File: src/hdl/ckpd_pkg.sv
// Package: packet geometry constants and the byte-wide CRC-16/MODBUS update.
`timescale 1ns / 1ps
`default_nettype none
package ckpd_pkg;

    localparam int PACKET_BYTES  = 128;
    localparam int HEADER_BYTES  = 3;
    localparam int PAYLOAD_BYTES = PACKET_BYTES - HEADER_BYTES;
    localparam int POS_W         = $clog2(PACKET_BYTES);
    localparam int BYTE_W        = 8;
    localparam int CRC_W         = 16;
    localparam int PLEN_W        = 7;

    localparam logic [POS_W-1:0]  POS_LENGTH = POS_W'(0);
    localparam logic [POS_W-1:0]  POS_CRC_HI = POS_W'(1);
    localparam logic [POS_W-1:0]  POS_CRC_LO = POS_W'(2);
    localparam logic [POS_W-1:0]  POS_LAST   = POS_W'(PACKET_BYTES - 1);

    localparam logic [BYTE_W-1:0] PAYLOAD_MAX = BYTE_W'(PAYLOAD_BYTES);
    localparam logic [BYTE_W-1:0] HEADER_LEN  = BYTE_W'(HEADER_BYTES);

    localparam logic [CRC_W-1:0]  CRC_INIT = 16'hFFFF;
    localparam logic [CRC_W-1:0]  CRC_POLY = 16'hA001;

    typedef logic [BYTE_W-1:0] byte_t;
    typedef logic [CRC_W-1:0]  crc_t;
    typedef logic [POS_W-1:0]  pos_t;

    function automatic crc_t crc_byte_update(input crc_t crc_in, input byte_t data);
        crc_t crc;
        crc = crc_in ^ {8'h00, data};
        for (int i = 0; i < 8; i++)
        begin
            if (crc[0])
                crc = (crc >> 1) ^ CRC_POLY;
            else
                crc = crc >> 1;
        end
        return crc;
    endfunction

endpackage
`default_nettype wire

File: src/hdl/crc16_checked_packet_deframer.sv
// Top level: fixed-size packet deframer with length keep flags and CRC-16/MODBUS check.
// An accepted payload byte's result is registered on the output register in the next cycle.
// Throughput: one byte per cycle unless a full output register is held by res_ready low;
// the byte-wide CRC update and the header decode sit between the state and output registers.
// Header bytes (positions 0 to 2) produce no result.
// Reset: asynchronous, active low; position, length and received CRC clear to zero,
// running CRC to 0xFFFF, output register empty.
`timescale 1ns / 1ps
`default_nettype none
module crc16_checked_packet_deframer
(
    input  wire logic                   clk,
    input  wire logic                   rst_n,
    input  wire logic                   pkt_valid,
    output      logic                   pkt_ready,
    input  wire ckpd_pkg::byte_t        pkt_byte,
    output      logic                   res_valid,
    input  wire logic                   res_ready,
    output      ckpd_pkg::byte_t        data_byte,
    output      logic                   keep,
    output      logic                   last_of_packet,
    output      logic                   crc_ok,
    output      logic [6:0]             payload_length
);
    import ckpd_pkg::*;

    pos_t   byte_position_reg, byte_position_next;
    byte_t  declared_length_reg, declared_length_next;
    crc_t   received_crc_reg, received_crc_next;
    crc_t   running_crc_reg, running_crc_next;

    logic   res_valid_reg, res_valid_next;
    byte_t  data_byte_reg, data_byte_next;
    logic   keep_reg, keep_next;
    logic   last_reg, last_next;
    logic   crc_ok_reg, crc_ok_next;
    logic [PLEN_W-1:0] payload_length_reg, payload_length_next;

    logic   accept;
    logic   is_last;
    byte_t  payload_idx;
    crc_t   crc_updated;

    assign pkt_ready      = !res_valid_reg || res_ready;
    assign accept         = pkt_valid && pkt_ready;
    assign is_last        = (byte_position_reg == POS_LAST);
    assign payload_idx    = BYTE_W'(byte_position_reg) - HEADER_LEN;
    assign crc_updated    = crc_byte_update(running_crc_reg, pkt_byte);

    assign res_valid      = res_valid_reg;
    assign data_byte      = data_byte_reg;
    assign keep           = keep_reg;
    assign last_of_packet = last_reg;
    assign crc_ok         = crc_ok_reg;
    assign payload_length = payload_length_reg;

    always_comb
    begin
        byte_position_next   = byte_position_reg;
        declared_length_next = declared_length_reg;
        received_crc_next    = received_crc_reg;
        running_crc_next     = running_crc_reg;
        res_valid_next       = res_valid_reg && !res_ready;
        data_byte_next       = data_byte_reg;
        keep_next            = keep_reg;
        last_next            = last_reg;
        crc_ok_next          = crc_ok_reg;
        payload_length_next  = payload_length_reg;

        if (accept)
        begin
            byte_position_next = is_last ? POS_LENGTH : byte_position_reg + POS_W'(1);
            case (byte_position_reg)
                POS_LENGTH:
                begin
                    declared_length_next = (pkt_byte > PAYLOAD_MAX) ? PAYLOAD_MAX : pkt_byte;
                    running_crc_next     = CRC_INIT;
                end
                POS_CRC_HI:
                begin
                    received_crc_next = {pkt_byte, received_crc_reg[7:0]};
                end
                POS_CRC_LO:
                begin
                    received_crc_next = {received_crc_reg[15:8], pkt_byte};
                end
                default:
                begin
                    running_crc_next    = crc_updated;
                    res_valid_next      = 1'b1;
                    data_byte_next      = pkt_byte;
                    keep_next           = (payload_idx < declared_length_reg);
                    last_next           = is_last;
                    crc_ok_next         = is_last && (crc_updated == received_crc_reg);
                    payload_length_next = declared_length_reg[PLEN_W-1:0];
                end
            endcase
        end
    end

    always_ff @(posedge clk or negedge rst_n)
    begin
        if (!rst_n)
        begin
            byte_position_reg   <= '0;
            declared_length_reg <= '0;
            received_crc_reg    <= '0;
            running_crc_reg     <= CRC_INIT;
            res_valid_reg       <= 1'b0;
        end
        else
        begin
            byte_position_reg   <= byte_position_next;
            declared_length_reg <= declared_length_next;
            received_crc_reg    <= received_crc_next;
            running_crc_reg     <= running_crc_next;
            res_valid_reg       <= res_valid_next;
        end
    end

    always_ff @(posedge clk)
    begin
        data_byte_reg      <= data_byte_next;
        keep_reg           <= keep_next;
        last_reg           <= last_next;
        crc_ok_reg         <= crc_ok_next;
        payload_length_reg <= payload_length_next;
    end

endmodule
`default_nettype wire
File: config.mk
export PLATFORM = sky130hd
export DESIGN_NAME = crc16_checked_packet_deframer
export DESIGN_NICKNAME = d
export VERILOG_FILES = /design/src/hdl/ckpd_pkg.sv /design/src/hdl/crc16_checked_packet_deframer.sv
export SDC_FILE = /design/constraint.sdc
export NUM_CORES = 1
export LEC_CHECK = 0
export ABC_AREA = 1
export BUFFER_PORTS_ARGS = -buffer_cell sky130_fd_sc_hd__buf_2
export CAP_MARGIN = 20
export CORE_MARGIN = 5
export CORE_UTILIZATION = 55
export DETAILED_ROUTE_END_ITERATION = 10
export PLACE_DENSITY = 0.75
export SLEW_MARGIN = 25
export SYNTH_ARGS = -nofsm -noshare
export SYNTH_HDL_FRONTEND = slang
export SYNTH_SLANG_ARGS = --single-unit
File: constraint.sdc
create_clock -name clk -period 4 [get_ports clk]
set_input_delay 0.2 -clock clk [delete_from_list [all_inputs] [get_ports clk]]
set_output_delay 0.2 -clock clk [all_outputs]
set_load 0.01 [all_outputs]
==> results of run 1 <==
cells by family after synthesis:
kind of cell	Yosys count	share of synthesized area [%]
simple gates	191	23.85
buf+inv	73	8.213
flops	66	50.72
compound gates	60	10.48
xor+xnor	11	2.774
fa+ha+maj	11	3.962
cell usage after synthesis (all sizes together):
master | n | area, um2
a311oi | 1 | 15.01
nand3 | 22 | 120.1
a22oi | 17 | 127.6
ha | 11 | 137.6
buf | 4 | 26.27
edfxtp | 18 | 540.5
xor2 | 4 | 35.03
nor2 | 23 | 113.9
a31oi | 1 | 6.260
o22ai | 2 | 12.51
nor3 | 3 | 25.02
dfstp | 16 | 420.4
a21oi | 7 | 35.03
clkbuf | 2 | 7.510
nand4 | 1 | 6.260
dfrtp | 32 | 800.8
a211oi | 2 | 15.01
nand2 | 138 | 535.5
o211ai | 1 | 7.510
nor4 | 2 | 12.51
xnor2 | 7 | 61.31
o21ai | 29 | 145.1
nand3b | 2 | 15.01
inv | 67 | 251.5
stage by stage:
stage	total power [mW]	worst slack, ps	instance area [um2]	util (%)
6_report	2.595	1507	3890	62.33
5_1_grt	2.811	1308	3890	62.33
4_1_cts	2.601	1520	3890	62.33
3_5_place_dp	2.046	1543	3694	59.18
3_3_place_gp	2.003	1655	3691	59.14
2_1_floorplan	1.815	2170	3473	-
critical path, stage by stage (launching register included):
cell	delay (ps)
dfrtp_1	420
inv_1	110
ha_1	230
nand2_1	80
nor2_1	60
nor3_2	240
inv_2	200
nor2_4	770
worst paths after layout:
kind / slack, ps / endpoint / start / depth (start not counted)
max: 1510 / last_of_packet / byte_position_reg[0] / 7
max in group asynchronous: 3180 / received_crc_reg[4] / rst_n / 2
min reg2reg: 460 / payload_length[6] / declared_length_reg[6] / 0
max reg2reg: 1510 / last_of_packet / byte_position_reg[0] / 7
min in group asynchronous: 400 / byte_position_reg[6] / rst_n / 2
min: 80 / data_byte[2] / pkt_byte[2] / 1
layout by cell type, fill, tap and decap left out, types with 2 or more instances in the layout:
cell type and n:
inv_2 18, buf_2 30, nor4_1 2, nor2_1 16, nor2_2 5, edfxtp_1 18, nand3b_1 2, dfrtp_1 32
nand3_1 20, ha_1 11, xnor2_1 7, clkbuf_1 2, nor3_2 2, dfstp_2 16, a21oi_1 7, nand2_2 7
clkinv_2 2, nand3_2 2, o21ai_1 3, xor2_1 4, o22ai_1 2, nand2_1 131, o21ai_0 26, a22oi_1 17
nor2_4 2, clkinvlp_4 2, inv_1 49, clkbuf_8 9, a211oi_1 2
power groups by stage:
stage	combinational, mW	sequential, mW	clock [mW]
2_1_floorplan	0.779	1.04	0
3_3_place_gp	0.938	1.06	0
3_5_place_dp	0.972	1.07	0
4_1_cts	0.986	1.06	0.552
5_1_grt	1.14	1.08	0.588
6_report	0.982	1.07	0.546
what timing repair did:
item,CTS,global route
endpoints found under the hold margin,32,0
endpoints found under the setup margin,0,0
hold buffers,1,0
layer usage:
layer,up-vias,global-route usage [%],part of all wire [%]
li1,1403,-,-
met1,1256,26.72,45
met2,61,34.56,48
met3,12,4.793,5.2
met4,0,8.254,1.8
met5,-,0,0
cell type report:
type | instances | share of cell area [%]
Clock buffer | 11 | 3.377
Clock inverter | 5 | 1.415
Inverter | 67 | 6.465
Multi-Input combinational cell | 273 | 36.67
Sequential cell | 66 | 45.29
Tap cell | 77 | 2.477
Timing Repair Buffer | 32 | 4.310
==> impl_metrics.yaml, run 1 <==
finish:
  fill_cells: 528
  diodes: 0
  final_cells: 531
  ff_latch_area_um2: 1762
  nNetsFinal: 472
  drive_above_1_share_pct: 21.59
  area_growth_pct: 12.00
  multiInputGateArea_um2: 1426
route:
  dr.pass1.iters: 4
  vias: 2732
  drc: 0
  finalWirelength_um: 7485
  routedWlPerCell_um: 14.10
  drtAntennaViolNets: 0
  viasPerCell: 5.145
  drt_iter0_markers: 181
cts:
  cts_buffers: 9
  clock_path_buffers: 2
  cts_resized: 0
  cts_sinks: 66
  post-cts-setup-buffers: 0
  clkTransAtPathRegs_ps: 70
  root_buffer: "clkbuf_8"
  cts_tree: "built"
  clk_latency_ps: 350
  cts_max_level: 3
synth:
  synthCells: 412
  syn-cell-area_um2: 3473
  syn_area_per_cell_um2: 8.430
  ys_seq_elements: 66
  syn_nets: 435
  synth_seq_area_share_pct: 50.72
  ys_types: 32
  yosysWarningCount: 0
grt:
  grt_pass1_vias: 2700
  grt.overflow.total: 0
  grt_pass1_wl_um: 12550
  antenna_found_initial: 0
  grt_usage_pct: 20.95
  grt_max_degree: 49
sta:
  tightest_slew_ps: 961.0
  layout_min_cycle_time_ps: 2493
  relSlewSlack_pct: 35.78
  hold_viol: 0
  setup_violations: 0
  drv_slew: 0
  whs_ps: 76.76
  tns_ps: 0
  fin_crit_sh_pct: 62.33
  fin_skew_ps: 6.254
  fmax_mhz: 401.1
  rsz0062_at_grt: "no"
die:
  ios: 32
  die_y_um: 89.47
  rows: 29
  start_util_pct: 55.65
  die-width_um: 89.47
  dieArea_um2: 8004
  core_um2: 6241
critical_path:
  worstSetupPathType: "reg -> reg"
  cp_data_required_time_ps: 3970
  startpoint_type: "flop"
  arrival_ps: 2470
  crit_path_max_fanout: 34
  cp-end-kind: "flop"
hold_path:
  hold_path.class: "in -> reg"
power:
  leakage_nw: 1.923
  comb_power_share_pct: 37.8
  seq_power_share_pct: 41.1
  switching_power_mw: 1.025
  internal_power_mw: 1.570
  power.share.clock_pct: 21.1
  switching_share_pct: 39.49
  ir_worst_vdd_mv: 0.3555
  power_density_nw_per_um2: 667.1
placed_design:
  dp.cells: 514
  gp_congestion: 0.8461
  port_buffers: 31
  dp_hpwl_um: 5274
flow_run:
  drv_cap: 0
outcome:
  status: "complete, no violations"
(Power assumes the default switching activity.)
==> run 2: changes to the inputs <==
==> constraint.sdc (replaced) <==
create_clock -name clk -period 2.5 [get_ports clk]
set_input_delay 0.125 -clock clk [delete_from_list [all_inputs] [get_ports clk]]
set_output_delay 0.125 -clock clk [all_outputs]
set_load 0.01 [all_outputs]
==> run 2 against run 1 <==
Flip-flop and latch count is the same; combinational power grew 61%; wire length grew 0.83%; non-clock buffer count grew 5.
==> impl_metrics.yaml, run 2 (synthesis gave the netlist of run 1 again) <==
sta:
  fmax_mhz: 480.0
  finalWorstSetupSlack_ps: 416.6
  drv_slew: 0
  hold_viol: 0
  fin_crit_sh_pct: 83.34
  rsz0062_at_grt: "no"
  tns_ps: 0
  layout_min_cycle_time_ps: 2083
  fin_skew_ps: 12.58
  relSlewSlack_pct: 54.42
  setup_violations: 0
  tightest_slew_ps: 681.8
critical_path:
  arrival_ps: 2120
  cp-end-kind: "flop"
  cp_data_required_time_ps: 2530
  cpLargestDelayFamily: "buffers and inverters"
  worstSetupPathType: "reg -> reg"
  crit_path_max_fanout: 20
  slowest_stage: "dfrtp_1"
  slowest_delay_ps: 430
  startpoint_type: "flop"
  crit_buf_inv: 3
  worstPathCellList: "inv_1 > ha_1 > nand2_1 > nor2_1 > nor3_2 > inv_2 > nor2_4 > buf_4"
cts:
  cts_resized: 0
  clk_latency_ps: 360
  clock_path_buffers: 2
  cts_max_level: 3
  cts_buffers: 9
  root_buffer: "clkbuf_8"
  post-cts-setup-buffers: 0
  cts_hold_buf: 4
  cts_tree: "built"
  clkTransAtPathRegs_ps: 80
  cts_sinks: 66
finish:
  fill_cells: 536
  multiInputGateArea_um2: 1426
  area_growth_pct: 14.88
  utilization_pct: 63.93
  nNetsFinal: 477
  layout_common_cells: "nand2_1, inv_1, dfrtp_1, buf_2, o21ai_0"
  final_common_cell: "nand2_1"
  drive_above_1_share_pct: 22.00
  diodes: 0
  ff_latch_area_um2: 1762
placed_design:
  place_ws_ps: 490.3
  gp_congestion: 0.8504
  dp_hpwl_um: 5482
  port_buffers: 31
die:
  rows: 29
  core_um2: 6241
  dieArea_um2: 8004
  die_y_um: 89.47
  die-width_um: 89.47
  ios: 32
  start_util_pct: 55.65
route:
  dr.pass1.iters: 4
  drc: 0
  drtAntennaViolNets: 0
  vias: 2820
  finalWirelength_um: 7547
  viasPerCell: 5.261
  drt_iter0_markers: 245
  routedWlPerCell_um: 14.08
grt:
  grt_max_degree: 49
  top_usage_layer: "met2"
  grt_pass1_vias: 2752
  use_met3_pct: 3.871
  use_met1_pct: 30.19
  antenna_found_initial: 0
  grt.overflow.total: 0
  use_met2_pct: 32.69
  grt_usage_pct: 21.39
  grt_pass1_wl_um: 12810
power:
  power_density_nw_per_um2: 1101
  ir_worst_vdd_mv: 0.7136
  leakage_nw: 1.969
hold_path:
  hold_path.class: "in -> reg"
outcome:
  status: "complete, no violations"
flow_run:
  drv_cap: 0
-- run 2: cell count changes in the layout (fill, tap and decap cells not counted) --
| cell | before | now |
|---|---|---|
| dlygate4sd3_1 | 1 | 4 |
| buf_4 | 1 | 3 |
| bufinv_16 | 1 | 3 |
| clkinv_2 | 2 | 0 |
| clkbuf_1 | 2 | 1 |
| inv_6 | 0 | 1 |
-- run 2: metal layers --
metal / routed length, um / vias up
li1: - / 1408
met2: 3496 / 82
met5: 0 / -
met1: 3499 / 1317
met4: 137 / 0
met3: 413 / 13
-- run 2: final cells by class --
type	count	share of cell area [%]
inverters	67	6.303
repair buffers	37	5.331
flip-flops and latches	66	44.15
well taps	77	2.415
multi-input cells	273	35.75
clock buffers	10	3.198
clock inverters	6	2.854
-- run 2: worst register-to-register path: stages, from the launching register on --
cell and delay, ps:
dfrtp_1 430, inv_1 110, ha_1 230, nand2_1 70, nor2_1 60, nor3_2 240, inv_2 200, nor2_4 130
buf_4 280
-- run 2: worst paths after layout --
check                                       start              endpoint  slack, ps  cells past startpoint
max reg2reg                  byte_position_reg[0]          data_byte[0]        420                      8
max                          byte_position_reg[0]          data_byte[0]        420                      8
min in group asynchronous                   rst_n  byte_position_reg[2]        320                      2
min reg2reg                declared_length_reg[5]     payload_length[5]        450                      0
max in group asynchronous                   rst_n   received_crc_reg[8]       1750                      2
min                                   pkt_byte[4]          data_byte[4]         30                      1
-- run 2: through the flow --
| step | total power, mW | cells | area (um2) | hold slack (ps) |
|---|---|---|---|---|
| CTS | 4.404 | 536 | 3990 | 20.47 |
| global placement | 3.229 | 516 | 3706 | 354.4 |
| global route | 4.763 | 536 | 3990 | 20.80 |
| finish | 4.393 | 536 | 3990 | 33.98 |
| detailed placement | 3.285 | 516 | 3709 | 186.0 |
| floorplan | 2.904 | 412 | 3473 | -170.6 |
-- run 2: power breakdown --
part,total [mW],internal (mW),switching (mW)
combinational,1.58,0.584,0.999
sequential,1.70,1.47,0.229
clock,1.11,0.666,0.441
